**src/design/xba_pkg.sv**
```systemverilog
// Shared types, constants and character helpers for the bare-ampersand escaper.
// Used by xba_front, xba_back, xba_fifo users and the top level; depends on nothing.
package xba_pkg;

  localparam int MAX_CAND_DEF = 16;
  // Wide enough for a candidate length over the whole supported range of MAX_CAND.
  localparam int LEN_W        = 6;
  localparam int CMD_DEPTH    = 4;
  localparam int OUT_DEPTH    = 4;

  localparam logic CMD_DATA   = 1'b0;
  localparam logic CMD_FINISH = 1'b1;

  localparam logic [7:0] CH_AMP  = 8'h26;
  localparam logic [7:0] CH_HASH = 8'h23;
  localparam logic [7:0] CH_SEMI = 8'h3B;
  localparam logic [7:0] CH_X_LO = 8'h78;
  localparam logic [7:0] CH_X_UP = 8'h58;

  // One queue entry per accepted item, from front to back.
  typedef struct packed {
    logic             judge;
    logic             valid;
    logic             bank;
    logic [LEN_W-1:0] len;
    logic             tail_en;
    logic [7:0]       tail;
    logic             changed;
    logic             rejected;
  } cmd_t;

  typedef struct packed {
    logic             en;
    logic             bank;
    logic [LEN_W-1:0] idx;
    logic [7:0]       data;
  } wr_t;

  typedef struct packed {
    logic en;
    logic bank;
  } rel_t;

  typedef struct packed {
    logic [7:0] out_byte;
    logic       has_byte;
    logic       last;
    logic       changed;
    logic       rejected;
  } res_t;

  function automatic logic is_letter(input logic [7:0] b);
    return (b >= "a" && b <= "z") || (b >= "A" && b <= "Z");
  endfunction

  function automatic logic is_digit(input logic [7:0] b);
    return b >= "0" && b <= "9";
  endfunction

  function automatic logic is_hex(input logic [7:0] b);
    return is_digit(b) || (b >= "a" && b <= "f") || (b >= "A" && b <= "F");
  endfunction

  // Characters of the escape sequence, by position.
  function automatic logic [7:0] esc_char(input logic [2:0] i);
    logic [7:0] c;
    case (i)
      3'd0:    c = CH_AMP;
      3'd1:    c = "a";
      3'd2:    c = "m";
      3'd3:    c = "p";
      default: c = CH_SEMI;
    endcase
    return c;
  endfunction

  function automatic logic name_match(input logic [2:0] nlen, input logic [7:0] c0,
                                      input logic [7:0] c1, input logic [7:0] c2,
                                      input logic [7:0] c3);
    logic m;
    m = 1'b0;
    if (nlen == 3'd3 && c0 == "a" && c1 == "m" && c2 == "p") m = 1'b1;
    if (nlen == 3'd2 && (c0 == "l" || c0 == "g") && c1 == "t") m = 1'b1;
    if (nlen == 3'd4 && c0 == "q" && c1 == "u" && c2 == "o" && c3 == "t") m = 1'b1;
    if (nlen == 3'd4 && c0 == "a" && c1 == "p" && c2 == "o" && c3 == "s") m = 1'b1;
    return m;
  endfunction

endpackage

```
**src/design/xba_fifo.sv**
```systemverilog
// Small synchronous first-in first-out queue of flip-flops.
// Used for the command queue and the result queue; depends on nothing.
module xba_fifo #(
  parameter int WIDTH = 8,
  parameter int DEPTH = 4
) (
  input  logic                       clk,
  input  logic                       rst,
  input  logic                       push,
  input  logic [WIDTH-1:0]           wdata,
  input  logic                       pop,
  output logic                       full,
  output logic                       empty,
  output logic [$clog2(DEPTH+1)-1:0] count,
  output logic [WIDTH-1:0]           rdata
);

  localparam int AW = (DEPTH > 1) ? $clog2(DEPTH) : 1;
  localparam int CW = $clog2(DEPTH + 1);

  logic [WIDTH-1:0] store [DEPTH];
  logic [AW-1:0]    wr_ptr;
  logic [AW-1:0]    rd_ptr;
  logic             do_push;
  logic             do_pop;

  assign full    = (count == CW'(DEPTH));
  assign empty   = (count == '0);
  assign do_push = push && !full;
  assign do_pop  = pop && !empty;
  assign rdata   = store[rd_ptr];

  always_ff @(posedge clk) begin
    if (rst) begin
      wr_ptr <= '0;
      rd_ptr <= '0;
      count  <= '0;
    end else begin
      if (do_push) begin
        store[wr_ptr] <= wdata;
        wr_ptr <= (wr_ptr == AW'(DEPTH - 1)) ? '0 : wr_ptr + 1'b1;
      end
      if (do_pop) begin
        rd_ptr <= (rd_ptr == AW'(DEPTH - 1)) ? '0 : rd_ptr + 1'b1;
      end
      if (do_push && !do_pop) begin
        count <= count + 1'b1;
      end else if (do_pop && !do_push) begin
        count <= count - 1'b1;
      end
    end
  end

endmodule

```
**src/design/xba_front.sv**
```systemverilog
// Front part: accepts items, tracks the candidate reference and judges it.
// Writes candidate bytes to the back's store and queues one command per item; uses xba_pkg.
module xba_front #(
  parameter int MAX_CAND = xba_pkg::MAX_CAND_DEF
) (
  input  logic          clk,
  input  logic          rst,
  input  logic          push,
  input  logic          cmd,
  input  logic [7:0]    data_byte,
  input  logic          cq_full,
  input  xba_pkg::rel_t rel,
  output logic          full,
  output logic          cq_push,
  output xba_pkg::cmd_t cq_data,
  output xba_pkg::wr_t  wr
);

  typedef enum logic [2:0] {
    M_NONE   = 3'd0,
    M_KIND   = 3'd1,
    M_NAMED  = 3'd2,
    M_NUMPFX = 3'd3,
    M_DEC    = 3'd4,
    M_HEX    = 3'd5
  } mode_t;

  localparam int LW = xba_pkg::LEN_W;

  mode_t         mode, mode_next;
  logic [LW-1:0] count, count_next;
  logic          changed_seen, changed_next;
  logic          finished, finished_next;
  logic          bank, bank_next;
  logic [1:0]    busy;
  logic [7:0]    nm [4];

  logic          accept;
  logic          app;
  logic          judge;
  logic          ok;
  logic [LW-1:0] jlen;
  logic          restart;
  logic          rej;
  logic          tail_en;
  logic          body;
  logic          at_limit;

  // After a judgement the front gathers in the other bank, so that bank must be free.
  assign full     = cq_full || busy[~bank];
  assign accept   = push && !full;
  assign at_limit = (count == LW'(MAX_CAND));

  always_comb begin
    mode_next     = mode;
    count_next    = count;
    changed_next  = changed_seen;
    finished_next = finished;
    bank_next     = bank;
    app           = 1'b0;
    judge         = 1'b0;
    ok            = 1'b0;
    jlen          = count;
    restart       = 1'b0;
    rej           = 1'b0;
    tail_en       = 1'b0;
    body          = 1'b0;

    if (cmd == xba_pkg::CMD_DATA) begin
      if (finished) begin
        rej = 1'b1;
      end else begin
        unique case (mode)
          M_KIND: begin
            if (data_byte == xba_pkg::CH_HASH) begin
              app       = 1'b1;
              mode_next = M_NUMPFX;
            end else if (xba_pkg::is_letter(data_byte)) begin
              app       = 1'b1;
              mode_next = M_NAMED;
            end else begin
              judge   = 1'b1;
              restart = 1'b1;
            end
          end
          M_NAMED, M_DEC, M_HEX: begin
            body = (mode == M_NAMED) ? xba_pkg::is_letter(data_byte)
                 : (mode == M_DEC)   ? xba_pkg::is_digit(data_byte)
                 :                     xba_pkg::is_hex(data_byte);
            if (body && !at_limit) begin
              app = 1'b1;
            end else if (data_byte == xba_pkg::CH_SEMI && !at_limit) begin
              // The terminator is stored and the candidate judged in the same step.
              app   = 1'b1;
              judge = 1'b1;
              jlen  = count + 1'b1;
              if (mode == M_NAMED) begin
                ok = (count <= LW'(5)) &&
                     xba_pkg::name_match(3'(count - 1'b1), nm[0], nm[1], nm[2], nm[3]);
              end else if (mode == M_DEC) begin
                ok = 1'b1;
              end else begin
                ok = (count >= LW'(4));
              end
            end else begin
              judge   = 1'b1;
              restart = 1'b1;
            end
          end
          M_NUMPFX: begin
            if (data_byte == xba_pkg::CH_X_LO || data_byte == xba_pkg::CH_X_UP) begin
              app       = 1'b1;
              mode_next = M_HEX;
            end else if (xba_pkg::is_digit(data_byte)) begin
              app       = 1'b1;
              mode_next = M_DEC;
            end else begin
              judge   = 1'b1;
              restart = 1'b1;
            end
          end
          default: begin
            restart = 1'b1;
          end
        endcase
      end
    end else begin
      if (!finished) begin
        finished_next = 1'b1;
        if (mode != M_NONE) begin
          judge = 1'b1;
        end
      end
    end

    if (app) begin
      count_next = count + 1'b1;
    end
    if (judge) begin
      mode_next  = M_NONE;
      count_next = '0;
      bank_next  = ~bank;
      if (!ok) begin
        changed_next = 1'b1;
      end
    end
    // The byte is seen again with no candidate held.
    if (restart) begin
      if (data_byte == xba_pkg::CH_AMP) begin
        mode_next  = M_KIND;
        count_next = LW'(1);
      end else begin
        mode_next  = M_NONE;
        tail_en    = 1'b1;
      end
    end
  end

  always_comb begin
    wr.en   = accept && (app || (restart && data_byte == xba_pkg::CH_AMP));
    wr.bank = (restart && judge) ? ~bank : bank;
    wr.idx  = restart ? '0 : count;
    wr.data = data_byte;

    cq_push          = accept;
    cq_data.judge    = judge;
    cq_data.valid    = ok;
    cq_data.bank     = bank;
    cq_data.len      = jlen;
    cq_data.tail_en  = tail_en;
    cq_data.tail     = data_byte;
    cq_data.changed  = changed_next;
    cq_data.rejected = rej;
  end

  always_ff @(posedge clk) begin
    if (rst) begin
      mode         <= M_NONE;
      count        <= '0;
      changed_seen <= 1'b0;
      finished     <= 1'b0;
      bank         <= 1'b0;
      busy         <= 2'b00;
    end else begin
      busy[0] <= (busy[0] && !(rel.en && !rel.bank)) || (accept && judge && !bank);
      busy[1] <= (busy[1] && !(rel.en && rel.bank)) || (accept && judge && bank);
      if (accept) begin
        mode         <= mode_next;
        count        <= count_next;
        changed_seen <= changed_next;
        finished     <= finished_next;
        bank         <= bank_next;
        if (app && count >= LW'(1) && count <= LW'(4)) begin
          nm[2'(count - 1'b1)] <= data_byte;
        end
      end
    end
  end

endmodule

```
**src/design/xba_back.sv**
```systemverilog
// Back part: carries out queued commands, reading held candidates from the store.
// Holds the candidate memory and the result queue; uses xba_pkg and xba_fifo.
module xba_back #(
  parameter int MAX_CAND = xba_pkg::MAX_CAND_DEF
) (
  input  logic          clk,
  input  logic          rst,
  input  logic          cq_empty,
  input  xba_pkg::cmd_t cq_data,
  input  xba_pkg::wr_t  wr,
  output logic          cq_pop,
  output xba_pkg::rel_t rel,
  input  logic          pop,
  output logic          empty,
  output xba_pkg::res_t res
);

  typedef enum logic [1:0] {
    P_ESC  = 2'd0,
    P_BODY = 2'd1,
    P_TAIL = 2'd2,
    P_STAT = 2'd3
  } phase_t;

  localparam int LW  = xba_pkg::LEN_W;
  localparam int IW  = $clog2(MAX_CAND);
  localparam int OCW = $clog2(xba_pkg::OUT_DEPTH + 1);

  // Two banks, so the front can gather a new candidate while an old one is read out.
  logic [7:0]    mem [2 * (2 ** IW)];
  logic [7:0]    rd_data;

  xba_pkg::cmd_t cur;
  logic          cur_valid;
  phase_t        phase, phase_next;
  logic [LW-1:0] idx, idx_next;

  logic          s1_valid;
  logic          s1_from_mem;
  logic [7:0]    s1_byte;
  logic          s1_has;
  logic          s1_last;
  logic          s1_changed;
  logic          s1_rej;

  logic [7:0]    res_byte;
  logic          res_has;
  logic          from_mem;
  logic          fin;
  logic          issue;
  logic          can_issue;
  logic          load;
  logic [OCW-1:0] ocount;
  logic          ofull;
  xba_pkg::res_t owdata;

  function automatic phase_t start_phase(input xba_pkg::cmd_t c);
    phase_t p;
    if (c.judge) begin
      p = c.valid ? P_BODY : P_ESC;
    end else if (c.tail_en) begin
      p = P_TAIL;
    end else begin
      p = P_STAT;
    end
    return p;
  endfunction

  assign can_issue = ({1'b0, ocount} + {{OCW{1'b0}}, s1_valid})
                     < (OCW + 1)'(xba_pkg::OUT_DEPTH);
  assign issue     = cur_valid && can_issue;
  assign load      = !cq_empty && (!cur_valid || (issue && fin));
  assign cq_pop    = load;
  assign rel.en    = issue && fin && cur.judge;
  assign rel.bank  = cur.bank;

  always_comb begin
    res_byte   = '0;
    res_has    = 1'b1;
    from_mem   = 1'b0;
    fin        = 1'b0;
    phase_next = phase;
    idx_next   = idx + 1'b1;
    unique case (phase)
      P_ESC: begin
        res_byte = xba_pkg::esc_char(idx[2:0]);
        if (idx == LW'(4)) begin
          if (cur.len > LW'(1)) begin
            phase_next = P_BODY;
            idx_next   = LW'(1);
          end else if (cur.tail_en) begin
            phase_next = P_TAIL;
          end else begin
            fin = 1'b1;
          end
        end
      end
      P_BODY: begin
        from_mem = 1'b1;
        if (idx + 1'b1 == cur.len) begin
          if (cur.tail_en) begin
            phase_next = P_TAIL;
          end else begin
            fin = 1'b1;
          end
        end
      end
      P_TAIL: begin
        res_byte = cur.tail;
        fin      = 1'b1;
      end
      P_STAT: begin
        res_has = 1'b0;
        fin     = 1'b1;
      end
      default: begin
        fin = 1'b1;
      end
    endcase
  end

  always_ff @(posedge clk) begin
    if (wr.en) begin
      mem[{wr.bank, wr.idx[IW-1:0]}] <= wr.data;
    end
    rd_data <= mem[{cur.bank, idx[IW-1:0]}];
  end

  always_ff @(posedge clk) begin
    if (rst) begin
      cur_valid <= 1'b0;
      s1_valid  <= 1'b0;
      phase     <= P_STAT;
      idx       <= '0;
    end else begin
      s1_valid <= issue;
      if (issue) begin
        s1_from_mem <= from_mem;
        s1_byte     <= res_byte;
        s1_has      <= res_has;
        s1_last     <= fin;
        s1_changed  <= cur.changed;
        s1_rej      <= cur.rejected;
      end
      if (load) begin
        cur       <= cq_data;
        cur_valid <= 1'b1;
        phase     <= start_phase(cq_data);
        idx       <= '0;
      end else if (issue) begin
        if (fin) begin
          cur_valid <= 1'b0;
        end else begin
          phase <= phase_next;
          idx   <= idx_next;
        end
      end
    end
  end

  always_comb begin
    owdata.out_byte = s1_from_mem ? rd_data : s1_byte;
    owdata.has_byte = s1_has;
    owdata.last     = s1_last;
    owdata.changed  = s1_changed;
    owdata.rejected = s1_rej;
  end

  xba_fifo #(
    .WIDTH($bits(xba_pkg::res_t)),
    .DEPTH(xba_pkg::OUT_DEPTH)
  ) u_out_q (
    .clk  (clk),
    .rst  (rst),
    .push (s1_valid),
    .wdata(owdata),
    .pop  (pop),
    .full (ofull),
    .empty(empty),
    .count(ocount),
    .rdata(res)
  );

endmodule

```
**src/design/xml_bare_ampersand_escaper_core.sv**
```systemverilog
// Top level of the bare-ampersand escaper: front, command queue and back.
// Depends on xba_pkg, xba_front, xba_fifo and xba_back.
//
//   Channel  | Handshake           | Payload
//   ---------+---------------------+-----------------------------------------------
//   input    | push / full         | cmd, data_byte
//   result   | empty / pop         | out_byte, has_byte, last, changed, rejected
//
// A plain byte, a status item or a byte held in a candidate gives one result each; the
// back emits one result per cycle while its result queue has room. A judged candidate
// of length L gives L results, or L + 4 when its ampersand is escaped, plus one for an
// ending byte when passed on. The front takes one item per cycle until the four-entry
// command queue fills or a judged candidate is still waiting to be read out of the
// other bank. Reset clears all control state; the candidate memory needs no clearing.
module xml_bare_ampersand_escaper_core #(
  parameter int MAX_CAND = xba_pkg::MAX_CAND_DEF
) (
  input  logic       clk,
  input  logic       rst,
  input  logic       push,
  output logic       full,
  input  logic       cmd,
  input  logic [7:0] data_byte,
  output logic       empty,
  input  logic       pop,
  output logic [7:0] out_byte,
  output logic       has_byte,
  output logic       last,
  output logic       changed,
  output logic       rejected
);

  logic          cq_push;
  logic          cq_pop;
  logic          cq_full;
  logic          cq_empty;
  xba_pkg::cmd_t cq_wdata;
  xba_pkg::cmd_t cq_rdata;
  xba_pkg::wr_t  wr;
  xba_pkg::rel_t rel;
  xba_pkg::res_t res;

  xba_front #(
    .MAX_CAND(MAX_CAND)
  ) u_front (
    .clk      (clk),
    .rst      (rst),
    .push     (push),
    .cmd      (cmd),
    .data_byte(data_byte),
    .cq_full  (cq_full),
    .rel      (rel),
    .full     (full),
    .cq_push  (cq_push),
    .cq_data  (cq_wdata),
    .wr       (wr)
  );

  xba_fifo #(
    .WIDTH($bits(xba_pkg::cmd_t)),
    .DEPTH(xba_pkg::CMD_DEPTH)
  ) u_cmd_q (
    .clk  (clk),
    .rst  (rst),
    .push (cq_push),
    .wdata(cq_wdata),
    .pop  (cq_pop),
    .full (cq_full),
    .empty(cq_empty),
    .count(),
    .rdata(cq_rdata)
  );

  xba_back #(
    .MAX_CAND(MAX_CAND)
  ) u_back (
    .clk     (clk),
    .rst     (rst),
    .cq_empty(cq_empty),
    .cq_data (cq_rdata),
    .wr      (wr),
    .cq_pop  (cq_pop),
    .rel     (rel),
    .pop     (pop),
    .empty   (empty),
    .res     (res)
  );

  assign out_byte = res.out_byte;
  assign has_byte = res.has_byte;
  assign last     = res.last;
  assign changed  = res.changed;
  assign rejected = res.rejected;

endmodule

```
**config.mk**
```make
export PLATFORM = sky130hd
export DESIGN_NAME = xml_bare_ampersand_escaper_core
export DESIGN_NICKNAME = d
export VERILOG_FILES = /design/src/design/xba_pkg.sv /design/src/design/xba_fifo.sv /design/src/design/xba_front.sv /design/src/design/xba_back.sv /design/src/design/xml_bare_ampersand_escaper_core.sv
export SDC_FILE = /design/constraint.sdc
export NUM_CORES = 1
export LEC_CHECK = 0
export ABC_CLOCK_PERIOD_IN_PS = 8500
export CORE_UTILIZATION = 58
export CTS_CLUSTER_SIZE = 14
export DETAILED_ROUTE_END_ITERATION = 6
export DONT_BUFFER_PORTS = 1
export PLACE_DENSITY = 0.74
export SETUP_SLACK_MARGIN = 0.1
export SLEW_MARGIN = 20
export SYNTH_ARGS = -nofsm -noshare
export SYNTH_HDL_FRONTEND = slang
export SYNTH_HIERARCHICAL = 1
export SYNTH_SLANG_ARGS = --single-unit
```
**constraint.sdc**
```tcl
create_clock -name clk -period 8.5 [get_ports clk]
set_input_delay 0 -clock clk [delete_from_list [all_inputs] [get_ports clk]]
set_output_delay 0 -clock clk [all_outputs]
set_load 0.02 [all_outputs]
```
---- After elaboration in Yosys (flattened, before gate mapping) ----
Memories as Yosys holds them, arrays and structs flattened. A register that Yosys moved wholly into a read port is not among the register bits.
Index checks and enable logic that the tools add are counted.
operators by class
  eq/ne operators ......................... 47
  bitwise logic cells ..................... 3
  $add $sub $neg .......................... 12
  reduce and logical (&&, ||, !) cells .... 93
  muxes and demuxes ....................... 123
  $lt $le $gt $ge ......................... 15
operators by type and width
  cell                                                                               number
  8-bit by 7-bit equality test with 1-bit output (second input constant)             14
  1-bit 2-to-1 mux                                                                   73
  6-bit 2-to-1 mux                                                                   12
  1-bit logical AND                                                                  46
  3-bit 2-to-1 mux                                                                   12
  8-bit by 7-bit less-or-equal comparator with 1-bit output (second input constant)  4
  2-bit 2-to-1 mux                                                                   16
  7-bit one-hot mux with 4 select lines                                              1
  8-bit by 6-bit equality test with 1-bit output (second input constant)             3
  3-bit by 2-bit equality test with 1-bit output (second input constant)             6
  8-bit by 7-bit >= comparator with 1-bit output (second input constant)             2
  8-bit one-hot mux with 2 select lines                                              1
  3-bit equality test (second input constant)                                        5
  1-bit logical NOT                                                                  15
  6-bit by 1-bit adder with 6-bit output (second input constant)                     2
  2-bit equality test (second input constant)                                        6
  6-bit by 3-bit less-or-equal comparator with 1-bit output (second input constant)  2
  1-bit one-hot mux with 3 select lines                                              4
  2-bit AND reduction                                                                6
  1-bit logical OR                                                                   10
  5-bit by 1-bit inequality test with 1-bit output (second input constant)           2
  3-bit logical NOT                                                                  3
  3-bit by 1-bit subtractor with 3-bit output (second input constant)                3
  2-bit by 1-bit adder with 2-bit output (second input constant)                     4
  other kinds (31)                                                                   41
word-level totals
  word-level logic and storage cells ...... 326
  input bits .............................. 13
  memories ................................ 4
  register bits ........................... 70
  memory bits (writable) .................. 416
memory list
  name                  depth  width  rd ports  clocked after Yosys merged registers in  write ports  RTL line         RTL
  u_back.mem            32     8      1         1                                        1            xba_back.sv:30   logic [7:0] mem [2 * (2 ** IW)];
  u_cmd_q.store         4      20     1         1                                        1            xba_fifo.sv:21   logic [WIDTH-1:0] store [DEPTH];
  u_back.u_out_q.store  4      12     1         1                                        1            xba_fifo.sv:21
  u_front.nm            4      8      4         0                                        1            xba_front.sv:36  logic [7:0] nm [4];

---- Longest topological paths before layout ----
  depth after elaboration ................. 24
  mapped depth ............................ 16
  mapped depth without buffers ............ 13

---- Hierarchy ----
The synthesis kept the hierarchy.
modules (own cells, without submodules)
  module                      cells each  instances  area each (um^2)
  xba_back                    590         1          12075.3
  xba_fifo at u_cmd_q         154         1          3359.5
  xba_front                   286         1          2871.5
  xba_fifo at u_back.u_out_q  112         1          2212.1

---- Worst setup path before layout ----
No wires, ideal clock.
  path kind ............................... flip-flop to flip-flop
  start point ............................. reg u_back.idx[1]
  end point ............................... reg u_back/cur[0] (netlist bit) (enable)
  clock period less this slack ............ 3.674 ns
  setup time .............................. 0.397 ns
  arrival ................................. 3.277 ns
  required time ........................... 8.103 ns
  setup slack ............................. 4.826 ns
  stages on the path, launching flop included .. 10
  cell sequence ........................... dfxtp_1 buf_1 clkbuf_1 inv_1 ha_1 xnor2_1 nand2_1 nor4_2 o2bb2ai_4 nor2b_1
between the ends
  longest elaborated chain between the ends .. 8
  elaborated cells between the ends (all ways) .. 10
  those cells by class .................... 1 x add/sub; 2 x eq/ne; 3 x mux; 4 x reduce/logical
ends and longest elaborated chain
  item                                       RTL line                               RTL
  start: declaration                         xba_back.sv:36                         logic [LW-1:0] idx, idx_next;
  start signal: assignment                   xba_back.sv:155                        idx <= idx_next;
  6-bit by 1-bit adder with 6-bit output     xba_back.sv:100                        if (idx + 1'b1 == cur.len) begin
  6-bit equality test                        xba_back.sv:100
  1-bit 2-to-1 mux                           xba_back.sv:100
  1-bit one-hot mux with 3 select lines (*)  xba_back.sv:84                         unique case (phase)
  1-bit logical AND (*)                      xba_back.sv:72                         assign load = !cq_empty && (!cur_valid || (issue && fin));
  1-bit logical OR (*)                       xba_back.sv:72
  1-bit logical AND (*)                      xba_back.sv:72
  via cq_pop                                 xml_bare_ampersand_escaper_core.sv:34  logic cq_pop;
  2-bit AND reduction (no line) (*)          n/a
  end signal: assignment                     xba_back.sv:146                        cur <= cq_data;
  end: declaration                           xba_back.sv:33                         xba_pkg::cmd_t cur;
The timed path passes the listed nets; every way through them passes the cells marked *.
A chain may end at the register's enable or synchronous reset.

==> run_results.csv <==
group,metric,value,unit
status,status,"finished, final reports clean",
route,dr_total_vias,10500,
die,io_pins,27,
logic_synthesis,ys_warn_count,6,
timing,rsz0062_at_grt,"false",
layout,stdcell_count,1652,
worst_setup_path,worstSetupPathType,"reg2reg",
clock_tree,htree_levels,2,
power,total_leakage_power,7.15,nW
worst_setup_path,start_kind,"flip-flop",
clock_tree,cts-root-buf,"clkbuf_16",
layout,syn_to_final_growth,10.9,%
worst_setup_path,worstPathMaxFanout,11,
min_path,holdPathStages,5,
route,drc_errors,0,
die,coreArea,34600,sq um
layout,fin_area,22700,sq um
route,ant_nets,0,
worst_setup_path,crit_arrival,4.54,ns
power,power,5.70,mW
logic_synthesis,synth_fp_nets,1178,
logic_synthesis,synth_area,20500,sq um
timing,clock_skew,0.0235,ns
min_path,hold_class,"in2reg",
timing,setup_viol,0,
worst_setup_path,ff2ff_path_depth,11,
place,placed_cell_area,20800,sq um
global_routing,grt_max_degree,65,
layout,multi_input_area,5600,sq um
min_path,worstHoldEndpoint,"u_front/mode[1]",
layout,nNetsFinal,1193,
clock_tree,clock_latency,0.57,ns
clock_tree,post_cts_buffers,0,
worst_setup_path,worstReg2RegEnd,"u_back/mem[29][7]",
route,drtIter0Drc,982,
global_routing,antenna_found_initial,0,
clock_tree,clock-sinks,498,
logic_synthesis,avgSynthCellArea,18.0,sq um
worst_setup_path,timing.rr.start,"u_front/count[0]",
clock_tree,cts_tree,"yes",
power,vdd_ir_drop_max,0.000221,V
layout,nFillCells,2235,
global_routing,gr-total-overflow,0,
die,dieHeight,190,um
timing,finalHoldViolations,0,
timing,finalCriticalPeriod,4.36,ns
place,pre_cts_ws,4.34,ns
place,port_buffers,0,
timing,fmax,0.229,GHz
timing,setup_tns,0,ns
place,dp.cells,1534,
die,die_area,36100,sq um
global_routing,grt_pass1_wl,64300,um
clock_tree,ctsResizeCount,0,
die,rows,68,
worst_setup_path,end_kind,"flip-flop",
min_path,worstHoldStart,"data_byte[2]",
clock_tree,clockBufferDepth,3,
route,vias_per_cell,6.37,
timing,period_share,0.513,
die,start_util,0.592,
die,fp.dieW,190,um
layout,seq_area,14500,sq um
global_routing,track_usage,0.239,
clock_tree,cts.reportedPaths.clkPinSlew,0.06,ns
job,maxCapViolCount,0,
route,routed_wl,41600,um
clock_tree,cts_made_buffers,50,
place,place.gp.congestion,0.828,
worst_setup_path,required,8.68,ns
route,drt-pass1-iter-count,5,
layout,final_util,0.656,
global_routing,grt_pass1_vias,10600,
place,dp_hpwl,24800,um
timing,slew_viol_final,0,
timing,holdWs,0.0841,ns
worst_setup_path,ff2ff_setup_slack,4.14,ns
power,p_per_area,251,nW/um^2
route,route.detailed.wl_per_inst,25.2,um
logic_synthesis,syn_inst,1140,
timing,setup_ws,4.14,ns
timing,worst_slew_pin_slew,1.08,ns
timing,slew_headroom,0.282,
layout,drive_above_1_share,0.224,
-- flip-flops by register name (all words and copies together) (netlist names), 2 cells and up, named ones only --
name / cells
u_back/u_out_q/wr_ptr: 2
u_back/rd_data: 8
u_cmd_q/wr_ptr: 2
u_back/u_out_q/count: 3
u_cmd_q/count: 3
u_back/u_out_q/rd_ptr: 2
u_back/u_out_q/store: 48
u_cmd_q/rd_ptr: 2
u_back/phase: 2
u_front/nm: 32
u_cmd_q/store: 80
u_front/mode: 3
u_back/s1_byte: 8
u_front/busy: 2
u_back/mem: 256
u_back/idx: 6
u_back/cur: 18
u_front/count: 6
-- layer usage --
| layer | vias to the layer above | routed length, um | GRT usage | part of all wire |
|---|---|---|---|---|
| met5 | - | 0 | 0 | 0 |
| met4 | 0 | 670 | 0.0558 | 0.016 |
| met3 | 63 | 3360 | 0.0511 | 0.081 |
| met2 | 462 | 20400 | 0.383 | 0.49 |
| met1 | 5419 | 17200 | 0.341 | 0.41 |
| li1 | 4580 | - | - | - |
-- power by group --
group | internal (mW) | switching [mW]
clock | 1.20 | 0.902
combinational | 0.297 | 0.370
sequential | 2.82 | 0.115
total | 4.32 | 1.39
-- critical path: stages (launching register included) --
cell and delay, ns:
dfxtp_1 0.45, inv_1 0.18, ha_1 0.28, nor2b_1 0.15
and3_1 0.22, o21ai_2 0.24, o2111ai_2 0.21, nand2_1 0.37
nor2_1 0.11, xor2_1 0.80, nand3_1 0.29, nor2_1 0.66
-- area by class of cell --
cell class              instances  area share
repair buffers                 33      0.0175
diodes                          1    0.000110
flip-flops and latches        498       0.636
inverters                      28     0.00462
clock inverters                30     0.00853
well taps                     455      0.0250
clock buffers                  63      0.0618
multi-input cells             544       0.246
-- timing repair --
item | in CTS | in global routing
setup endpoints to repair | 0 | 0
hold buffers | 24 | 0
endpoints found under the hold margin | 526 | 0
-- placed cells by master, fill, tap and decap left out, types with 16 or more instances in the layout --
cell type and instances:
a21oi_1 31, nor2_1 69, mux4_2 112, nand2_1 33, mux2_2 16, dfxtp_1 48
edfxtp_1 448, clkbuf_16 53, inv_1 22, ha_1 23, o21ai_0 17
-- worst max-delay path by stage --
stage / from / to / slack (ns)
after floorplan: u_back/idx[1] / u_back/cur[0] / 4.83
after global placement: u_front/count[0] / u_back/mem[24][0] / 4.48
after detailed placement: u_front/count[0] / u_back/mem[24][2] / 4.34
after CTS: u_front/count[0] / u_back/mem[29][2] / 4.28
after global routing: u_front/count[0] / u_back/mem[29][7] / 3.93
final: u_front/count[0] / u_back/mem[29][7] / 4.14
Power figures use the tool's default switching activity.
